==> config.mk <==
export PLATFORM = sky130hd
export DESIGN_NAME = ogru_ctrl
export DESIGN_NICKNAME = d
export VERILOG_FILES = /design/src/rtl/ogru_pkg.sv /design/src/rtl/ogru_ctrl.sv
export SDC_FILE = /design/constraint.sdc
export NUM_CORES = 1
export LEC_CHECK = 0
export ABC_AREA = 1
export BUFFER_PORTS_ARGS = -buffer_cell sky130_fd_sc_hd__buf_2
export CAP_MARGIN = 20
export CORE_MARGIN = 4
export CORE_UTILIZATION = 45
export DETAILED_ROUTE_END_ITERATION = 8
export HOLD_SLACK_MARGIN = 0.05
export PLACE_DENSITY_LB_ADDON = 0.15
export SYNTH_ARGS = -nofsm -noshare
export SYNTH_HDL_FRONTEND = slang
export SYNTH_SLANG_ARGS = --single-unit
==> constraint.sdc <==
create_clock -name clk -period 2.2 [get_ports clk]
set_clock_uncertainty 0.2 [all_clocks]
set_input_delay 0.22 -clock clk [delete_from_list [all_inputs] [get_ports clk]]
set_output_delay 0.22 -clock clk [all_outputs]
set_load 0.01 [all_outputs]
==> src/rtl/ogru_pkg.sv <==
// ----------------------------------------------------------------------------
// ogru_pkg
// Shared types, constants and the sine helper of the occupancy grid ray update.
// ----------------------------------------------------------------------------
package ogru_pkg;

	// grid size defaults
	localparam int GRID_WIDTH_DEF  = 1024;
	localparam int GRID_HEIGHT_DEF = 1024;

	// cell codes
	localparam logic [1:0] CELL_UNKNOWN  = 2'd0;
	localparam logic [1:0] CELL_FREE     = 2'd1;
	localparam logic [1:0] CELL_OCCUPIED = 2'd2;

	// half size of the free square at the grid center
	localparam int FREE_HALF = 10;
	// range margin below the maximum for an endpoint hit
	localparam logic [16:0] MARGIN_MM = 17'd100;

	// configuration register indexes
	typedef enum logic [2:0] {
		REG_CELLS_PER_MM = 3'd0,
		REG_ROBOT_X      = 3'd1,
		REG_ROBOT_Y      = 3'd2,
		REG_HEADING      = 3'd3,
		REG_ANGLE_START  = 3'd4,
		REG_ANGLE_STEP   = 3'd5,
		REG_RANGE_MIN    = 3'd6,
		REG_RANGE_MAX    = 3'd7
	} cfg_reg_t;

	// configuration reset values
	localparam logic [15:0] RST_CELLS_PER_MM = 16'd1311;
	localparam logic [15:0] RST_ROBOT_X      = 16'd25000;
	localparam logic [15:0] RST_ROBOT_Y      = 16'd25000;
	localparam logic [15:0] RST_HEADING      = 16'd0;
	localparam logic [15:0] RST_ANGLE_START  = 16'd0;
	localparam logic [15:0] RST_ANGLE_STEP   = 16'd182;
	localparam logic [15:0] RST_RANGE_MIN    = 16'd100;
	localparam logic [15:0] RST_RANGE_MAX    = 16'd10000;

	// cell coordinates and line error term
	localparam int CELL_W = 20;
	localparam int ERR_W  = 23;
	typedef logic signed [CELL_W-1:0] cell_t;
	typedef logic signed [ERR_W-1:0]  err_t;

	// controller to datapath commands
	typedef struct packed {
		logic       load;
		logic       angle;
		logic       sine;
		logic       endpt;
		logic       conv;
		logic [1:0] conv_sel;
		logic       init;
		logic       walk;
		logic       mark;
		logic       read;
		logic       clear;
		logic       out_load;
	} ogru_cmd_t;

	// datapath to controller status
	typedef struct packed {
		logic is_read;
		logic ray_ok;
		logic at_end;
		logic clear_last;
	} ogru_sts_t;

	// quarter-wave sine table, Q14
	localparam logic [14:0] SINE_Q14 [33] = '{
		15'd0,     15'd804,   15'd1606,  15'd2404,  15'd3196,  15'd3981,  15'd4756,
		15'd5520,  15'd6270,  15'd7005,  15'd7723,  15'd8423,  15'd9102,  15'd9760,
		15'd10394, 15'd11003, 15'd11585, 15'd12140, 15'd12665, 15'd13160, 15'd13623,
		15'd14053, 15'd14449, 15'd14811, 15'd15137, 15'd15426, 15'd15679, 15'd15893,
		15'd16069, 15'd16207, 15'd16305, 15'd16364, 15'd16384
	};

	// sine of a binary angle in Q14, table with rounded linear interpolation
	function automatic logic signed [15:0] sine_bam(input logic [15:0] a);
		logic [14:0] p;
		logic [5:0]  idx;
		logic [8:0]  frac;
		logic [14:0] d;
		logic [19:0] prod;
		logic [14:0] v;
		p    = a[14] ? 15'(15'd16384 - {1'b0, a[13:0]}) : {1'b0, a[13:0]};
		idx  = p[14:9];
		frac = p[8:0];
		if (idx >= 6'd32) begin
			v = 15'd16384;
		end else begin
			d    = SINE_Q14[idx + 6'd1] - SINE_Q14[idx];
			prod = 20'(d[9:0]) * 20'(frac) + 20'd256;
			v    = SINE_Q14[idx] + 15'(prod[19:9]);
		end
		return a[15] ? -$signed({1'b0, v}) : $signed({1'b0, v});
	endfunction

endpackage

==> src/rtl/ogru_ctrl.sv <==
// ----------------------------------------------------------------------------
// ogru_ctrl
// Sequencer: clearing pass, ray steps, cell read and output handshake.
// ----------------------------------------------------------------------------
module ogru_ctrl (
	input  logic                clk,
	input  logic                arst_n,
	input  logic                item_valid,
	output logic                item_ready,
	output logic                result_valid,
	input  logic                result_ready,
	input  ogru_pkg::ogru_sts_t sts,
	output ogru_pkg::ogru_cmd_t cmd
);

	typedef enum logic [3:0] {
		S_CLEAR, S_IDLE, S_ANGLE, S_SINE, S_ENDPT, S_CONV, S_INIT,
		S_WALK, S_MARK, S_READ, S_RDWAIT, S_DONE
	} state_t;

	state_t     state_q;
	logic [2:0] cnt_q;
	logic       out_free;

	assign item_ready = state_q == S_IDLE;
	assign out_free   = !result_valid || result_ready;

	// command decode
	always_comb begin
		cmd          = '0;
		cmd.load     = item_ready && item_valid;
		cmd.angle    = state_q == S_ANGLE;
		cmd.sine     = state_q == S_SINE;
		cmd.endpt    = state_q == S_ENDPT;
		cmd.conv     = (state_q == S_CONV) && (cnt_q < 3'd4);
		cmd.conv_sel = cnt_q[1:0];
		cmd.init     = state_q == S_INIT;
		cmd.walk     = state_q == S_WALK;
		cmd.mark     = state_q == S_MARK;
		cmd.read     = state_q == S_READ;
		cmd.clear    = state_q == S_CLEAR;
		cmd.out_load = (state_q == S_DONE) && out_free;
	end

	// state and output valid
	always_ff @(posedge clk or negedge arst_n) begin
		if (!arst_n) begin
			state_q      <= S_CLEAR;
			cnt_q        <= '0;
			result_valid <= 1'b0;
		end else begin
			if (cmd.out_load)
				result_valid <= 1'b1;
			else if (result_ready)
				result_valid <= 1'b0;
			case (state_q)
				S_CLEAR: begin
					if (sts.clear_last)
						state_q <= S_IDLE;
				end
				S_IDLE: begin
					if (item_valid)
						state_q <= S_ANGLE;
				end
				S_ANGLE: begin
					if (sts.is_read)
						state_q <= S_READ;
					else if (!sts.ray_ok)
						state_q <= S_DONE;
					else
						state_q <= S_SINE;
				end
				S_SINE:  state_q <= S_ENDPT;
				S_ENDPT: begin
					cnt_q   <= '0;
					state_q <= S_CONV;
				end
				S_CONV: begin
					cnt_q <= cnt_q + 1'b1;
					if (cnt_q == 3'd4)
						state_q <= S_INIT;
				end
				S_INIT: state_q <= S_WALK;
				S_WALK: begin
					if (sts.at_end)
						state_q <= S_MARK;
				end
				S_MARK:   state_q <= S_DONE;
				S_READ:   state_q <= S_RDWAIT;
				S_RDWAIT: state_q <= S_DONE;
				S_DONE: begin
					if (out_free)
						state_q <= S_IDLE;
				end
				default: state_q <= S_IDLE;
			endcase
		end
	end

endmodule

# After elaboration in Yosys (flattened, before gate mapping)
# Index checks and enable logic that the tools add are counted.
[word_totals] regBits=8 input_bits=8
[op_classes] add_sub_neg=1 reduce_logical=10 n_mux=11 order_cmp=1 eq_ne=17
[ops] op="$pmux W4 S11" n=1
[ops] op="$mux W4" n=7
[ops] op="$eq A4 B3 Y1 const B" n=4
[ops] op="$eq A4 B4 Y1 const B" n=4
[ops] op="$eq A4 B2 Y1 const B" n=2
[ops] op="$ne A2 B2 Y1 const B" n=4
[ops] op="$pmux W3 S2" n=1
[ops] op="$reduce_and A5 Y1" n=1
[ops] op="$eq A4 B1 Y1 const B" n=1
[ops] op="$logic_not A4 Y1" n=1
[ops] op="$reduce_bool A2 Y1" n=2
[ops] op="$add A3 B1 Y3 const B" n=1
[ops] op="$eq A3 B3 Y1 const B" n=1
[ops] op="$logic_and A1 B1 Y1" n=3
[ops] op="$lt A3 B3 Y1 const B" n=1
[ops] op="$mux W1" n=2
[ops] op="$ne A2 B1 Y1 const B" n=1
[ops] op="$reduce_or A2 Y1" n=1
[ops] op="$logic_not A1 Y1" n=1
[ops] op="$logic_or A1 B1 Y1" n=1

# Longest topological paths before layout
# Gate-level depths: netlist (run 1).
[logic_depth] depth_word=4 depth_mapped=8 depth_no_buf=8

# Worst setup path before layout (run 1)
# No wires, ideal clock.
[synth_path] path_type="reg2reg" from="register state_q[1]" to="register state_q[3]" path_buffers=0 setup_slack_ns=0.769 required_ns=1.882 path_stages_with_launch=9 arrival_ns=1.113 setup_ns=0.118 path_cell_list="dfrtp_1 -> inv_1 -> nand2_1 -> nor2_2 -> nand2_4 -> nand2_4 -> nor2_1 -> nand2_1 -> nand2_1"
[synth_via] elab_chain_len=3 word_cells_on_any_way=20 cone_classes="eq/ne (16); mux (1); reduce/logical (3)"
[synth_rtl] item="start: declaration" line_no="ogru_ctrl.sv:21" source="state_t state_q;"
[synth_rtl] item="start signal: assignment" line_no="ogru_ctrl.sv:48" source="state_q <= S_CLEAR;"
[synth_rtl] item="start signal: assignment" line_no="ogru_ctrl.sv:59" source="state_q <= S_IDLE;"
[synth_rtl] item="start signal: assignment" line_no="ogru_ctrl.sv:63" source="state_q <= S_ANGLE;"
[synth_rtl] item="$eq A4 B1 Y1 *"
[synth_rtl] item="via item_ready" line_no="ogru_ctrl.sv:9" source="output logic item_ready,"
[synth_rtl] item="$ne A2 B2 Y1 (no source line)"
[synth_rtl] item="$reduce_and A5 Y1 (no source line)"
# Mark *: on every way through the listed nets, which the timed path passes. The rest lies on a longest branch.
# A chain may end at the register's enable or synchronous reset.

==> results of run 1 <==
## metrics by stage
stage          instance area (um2)  hold slack [ns]  total power [uW]  setup slack (ns)
6_report                       787            0.125               991             0.396
5_1_grt                        787            0.150              1080             0.267
4_1_cts                        787            0.126               989             0.421
3_5_place_dp                   744           -0.133               866             0.706
3_3_place_gp                   744           -0.133               855             0.688
2_1_floorplan                  631           -0.276               703             0.769
## critical path: stages (launching register included)
cell and delay, ns:
dfrtp_1 0.44, inv_1 0.12, nand2_2 0.10, nor3_1 0.26, buf_2 0.19
## power groups by stage
stage / clock [uW] / sequential [uW] / combinational, uW
finish: 119 / 272 / 599
global placement: 0 / 271 / 584
detailed placement: 0 / 271 / 595
floorplan: 0 / 259 / 444
CTS: 119 / 269 / 602
global route: 131 / 278 / 672
## cell usage in the layout (no fill, tap or decap), drive strengths merged, types with 3 or more instances in the layout
cell type	count
nor2	19
clkbuf	3
inv	18
buf	22
o21bai	3
nand3	10
dfrtp	8
o21ai	3
nand2	25
## final cells by class
| type | instances | area [um2] |
|---|---|---|
| fillers | 133 | 531 |
| multi-input cells | 69 | 348 |
| flip-flops and latches | 8 | 200 |
| repair buffers | 24 | 130 |
| inverters | 18 | 67.6 |
| clock buffers | 3 | 22.5 |
| well taps | 15 | 18.8 |
## state kept, by name, summed over array words and instances (netlist names)
register,cells
cnt_q,3
result_valid,1
state_q,4
## cell families after synthesis
logic type / Yosys count / synth area share
compound gates: 8 / 0.0814
fa+ha+maj: 2 / 0.0397
buf+inv: 20 / 0.131
flops: 8 / 0.317
simple gates: 59 / 0.431
## final timing paths
kind,from,end,slack [ns],cells after the start
max in group asynchronous,arst_n,cnt_q[1],1.51,2
setup / recovery,state_q[3],cmd[11],0.40,4
setup reg to reg,state_q[0],state_q[2],0.66,7
min in group clk,item_valid,state_q[0],0.16,5
hold / removal,arst_n,state_q[3],0.13,2
hold reg to reg,result_valid,result_valid,0.35,2
## metal layers
layer | global-route usage | part of all wire | wire length (um)
met1 | 0.234 | 0.47 | 768
met2 | 0.279 | 0.46 | 755
met3 | 0.0356 | 0.042 | 68
met4 | 0.0702 | 0.020 | 32
met5 | 0 | 0 | 0
## repair_timing
| action | CTS | global route |
|---|---|---|
| hold endpoints to repair | 9 | 0 |
| hold buffers | 2 | 0 |
| endpoints found under the setup margin | 0 | 0 |
==> impl_metrics.env, run 1 <==
export IMPL_outcome="finished, final reports clean"
export IMPL_drc=0
export IMPL_synth_most_common_cell="nand2_1"
export IMPL_cts_sinks=8
export IMPL_vias_per_cell=5.15
export IMPL_clkLatencyLatePin_ns=0.27
export IMPL_grt_pass1_vias=588
export IMPL_rsz0062_at_grt="no"
export IMPL_ant_nets=0
export IMPL_dpl_cell_count=132
export IMPL_comb_power_share=0.605
export IMPL_cp_required_ns=1.78
export IMPL_maxSlewViolCount=0
export IMPL_period_share=0.820
export IMPL_initial_core_util=0.479
export IMPL_synth_area_leaders="dfrtp_1 (32%), nand2_1 (13%), inv_1 (10%)"
export IMPL_die_height_um=45.4
export IMPL_die_area_mm2=0.00206
export IMPL_synth_ff_latch_count=8
export IMPL_row_count=13
export IMPL_antenna_found_initial=0
export IMPL_synth_top_cells_by_count="nand2_1 (22), inv_1 (17), nor2_1 (16)"
export IMPL_portBuffers=22
export IMPL_overflow=0
export IMPL_synth_top_cell_by_area="dfrtp_1"
export IMPL_syn_num_nets=107
export IMPL_cts_tree="done"
export IMPL_area_delta_synth_final_pct=24.8
export IMPL_yosysTopAreaCellShare=0.317
export IMPL_synth_edf_count=0
export IMPL_power_leakage_uw=0.000507
export IMPL_yosysWarnings=0
export IMPL_post_drt_wl_per_cell_um=11.9
export IMPL_post_cts_buffers=0
export IMPL_finalSetupViolCount=0
export IMPL_seqPwrFrac=0.275
export IMPL_p_sw_frac=0.509
export IMPL_peakVddDrop_mv=0.600
export IMPL_async_reset_ff_frac=1.00
export IMPL_yosysUniqueCellTypes=18
export IMPL_seq_area_frac_synth=0.317
export IMPL_grt_max_degree=9
export IMPL_power_internal_uw=486
export IMPL_cp_max_fo=6
export IMPL_insertedDiodeCount=0
export IMPL_max_freq_mhz=554
export IMPL_gp_congestion=0.819
export IMPL_drt_total_wl_um=1630
export IMPL_grt_usage=0.176
export IMPL_p_sw_uw=505
export IMPL_core_mm2=0.00132
export IMPL_startpoint_type="flip-flop"
export IMPL_clkPwrFrac=0.120
export IMPL_synthCells=97
export IMPL_post_route_util=0.597
export IMPL_finalSetupTns_ns=0
export IMPL_worstSetupPathType="flip-flop to output port"
export IMPL_synth_main_ff_cell="dfrtp_1"
export IMPL_vias=706
export IMPL_hpwl_um=1320
export IMPL_cp_arrival_ns=1.38
export IMPL_tightestPinTransition_ns=0.298
export IMPL_end_kind="output port"
export IMPL_cts_root_buffer="clkbuf_4"
export IMPL_cts_max_level=1
export IMPL_stdcell_count=137
export IMPL_hold_viol=0
export IMPL_maxCapViolations=0
export IMPL_cts_resized=0
export IMPL_ios=23
export IMPL_powerDensity_mw_per_mm2=1260
export IMPL_cts_buffers=3
export IMPL_fin_nets=134
export IMPL_relSlewSlack=0.800
export IMPL_die_w_um=45.4
export IMPL_first_pass_iters=4
export IMPL_cts_buffer_depth=2
export IMPL_path_clk_slew_ns=0.06
export IMPL_postSynthAreaPerCell_um2=6.50
export IMPL_syn_cell_area_um2=631
export IMPL_hold_class="primary input to async pin"
export IMPL_drt_iter0_markers=18
export IMPL_grt_pass1_wl_um=2570
export IMPL_drive_above_1_share=0.262
export IMPL_period_needed_ns=1.80
No activity file was read; power rests on OpenSTA's default activity.
==> inputs of run 2 (changes only) <==
--- a/config.mk
+++ b/config.mk
@@ -9,7 +9,7 @@
 export BUFFER_PORTS_ARGS = -buffer_cell sky130_fd_sc_hd__buf_2
 export CAP_MARGIN = 20
 export CORE_MARGIN = 4
-export CORE_UTILIZATION = 45
+export CORE_UTILIZATION = 42
 export DETAILED_ROUTE_END_ITERATION = 8
 export HOLD_SLACK_MARGIN = 0.05
 export PLACE_DENSITY_LB_ADDON = 0.15
==> constraint.sdc (replaced) <==
create_clock -name clk -period 1.5 [get_ports clk]
set_clock_uncertainty 0.2 [all_clocks]
set_input_delay 0.15 -clock clk [delete_from_list [all_inputs] [get_ports clk]]
set_output_delay 0.15 -clock clk [all_outputs]
set_load 0.01 [all_outputs]
==> run 2 against run 1 <==
Clock power rose by 31%; final cell count is 10% higher; critical endpoint is now cmd[0]; die area up 5.9%; clock-buffer cell count is the same; combinational power is 130% higher; critical path depth grew 1; total power up 95%; register-to-register slack got worse by 0.74 ns; utilization up 15 points; via count grew 6.9%; sequential share of layout area is 5.1 points lower; largest cell class unchanged; the run now ends with setup timing left; sequential power up 58%.
==> impl_metrics.env, run 2 (synthesized netlist as in run 1, its figures left out) <==
export IMPL_outcome="finished, violations left"
export IMPL_violations="setup timing"
export IMPL_fin_nets=148
export IMPL_post_drt_wl_per_cell_um=12.7
export IMPL_finalSetupTns_ns=-0.571
export IMPL_fill_cells=97
export IMPL_hold_viol=0
export IMPL_relSlewSlack=0.865
export IMPL_portBuffers=22
export IMPL_final_common_cell="buf_2"
export IMPL_gp_congestion=0.897
export IMPL_power_leakage_uw=0.000600
export IMPL_period_share=1.06
export IMPL_cts_sinks=8
export IMPL_end_kind="output port"
export IMPL_die_w_um=46.8
export IMPL_top_register="state_q"
export IMPL_initial_core_util=0.467
export IMPL_cp_arrival_ns=1.24
export IMPL_grt_pass1_vias=663
export IMPL_tightestPinTransition_ns=0.202
export IMPL_cts_root_buffer="clkbuf_4"
export IMPL_max_freq_mhz=630
export IMPL_cp_max_fo=5
export IMPL_top_regs="state_q: 4 flops, cnt_q: 3 flops, result_valid: 1 flops"
export IMPL_layout_common_cells="buf_2 (21), nand2_1 (16), inv_1 (13)"
export IMPL_peakVddDrop_mv=1.25
export IMPL_cts_max_level=1
export IMPL_grt_usage=0.190
export IMPL_startpoint_type="flip-flop"
export IMPL_drt_total_wl_um=1920
export IMPL_worst_hold_slack_ns=0.0762
export IMPL_worst_slack_ns=-0.0874
export IMPL_reg2reg_slack_ns=-0.08
export IMPL_hpwl_um=1260
export IMPL_maxCapViolations=0
export IMPL_design_area_mm2=0.00100
export IMPL_worstSetupPathType="flip-flop to output port"
export IMPL_ant_nets=0
export IMPL_maxSlewViolCount=0
export IMPL_core_mm2=0.00135
export IMPL_hold_class="primary input to async pin"
export IMPL_grt_max_degree=9
export IMPL_vias=755
export IMPL_period_needed_ns=1.59
export IMPL_drc=0
export IMPL_area_delta_synth_final_pct=59.1
export IMPL_largest_register_ffs=4
export IMPL_drive_above_1_share=0.515
export IMPL_cts_tree="done"
export IMPL_drt_iter0_markers=23
export IMPL_die_area_mm2=0.00219
export IMPL_vias_per_cell=5.00
export IMPL_grt_pass1_wl_um=2970
export IMPL_row_count=13
export IMPL_powerDensity_mw_per_mm2=1930
export IMPL_cp_required_ns=1.15
export IMPL_rsz0062_at_grt="yes"
export IMPL_overflow=0
export IMPL_die_height_um=46.8
export IMPL_antenna_found_initial=0
export IMPL_ios=23
export IMPL_clkLatencyLatePin_ns=0.24
export IMPL_finalSetupViolCount=11
export IMPL_path_clk_slew_ns=0.05
export IMPL_first_pass_iters=4
export IMPL_cts_buffers=3
export IMPL_insertedDiodeCount=0
export IMPL_place_area_um2=759
export IMPL_cts_buffer_depth=2
run 2: worst paths after layout:
kind	startpoint	endpoint	cells past startpoint
worst min-delay path	arst_n	cnt_q[2]	2
max in group asynchronous	arst_n	state_q[0]	2
worst max-delay path	state_q[1]	cmd[0]	5
min in group clk	item_valid	state_q[0]	5
worst min register to register	result_valid	result_valid	2
worst max register to register	state_q[1]	state_q[3]	9
run 2: area by class of cell:
cell class	count	area, um2	area share
clock buffers	3	22.5	0.0224
flip-flops and latches	8	204	0.203
repair buffers	38	253	0.252
inverters	18	72.6	0.0723
well taps	15	18.8	0.0187
multi-input cells	69	433	0.431
run 2: critical path, stage by stage (launching register included):
cell	delay, ns
dfrtp_2	0.47
nand2_2	0.12
nor2_2	0.15
inv_1	0.06
nor2_1	0.07
buf_2	0.13
run 2: layer usage:
layer | global-route usage | share of wire
met5 | 0 | 0
met4 | 0.0166 | 0.0073
met3 | 0.0345 | 0.060
met2 | 0.319 | 0.49
met1 | 0.268 | 0.44
run 2: stage by stage:
step / std cells / setup WS [ns] / total power, uW / util
after global routing: 151 / -0.143 / 2100 / 0.743
after detailed placement: 134 / 0.00440 / 1290 / 0.563
after CTS: 148 / -0.0747 / 1740 / 0.684
after global placement: 134 / -0.0172 / 1290 / 0.563
after floorplan: 97 / 0.0693 / 1030 / -
final: 151 / -0.0874 / 1930 / 0.743
run 2: what timing repair did:
action	4_1_cts	5_1_grt
buffers inserted	9	3
pin swaps	2	6
endpoints found under the setup margin	11	17
hold buffers	2	0
hold endpoints to repair	10	0
gates resized for setup	19	17
cloned	0	0
run 2: report_power, final:
part           switching [uW]  leakage (uW)  internal, uW
combinational             751      0.000485           595
clock                    64.9     0.0000138          91.0
sequential                124      0.000101           306
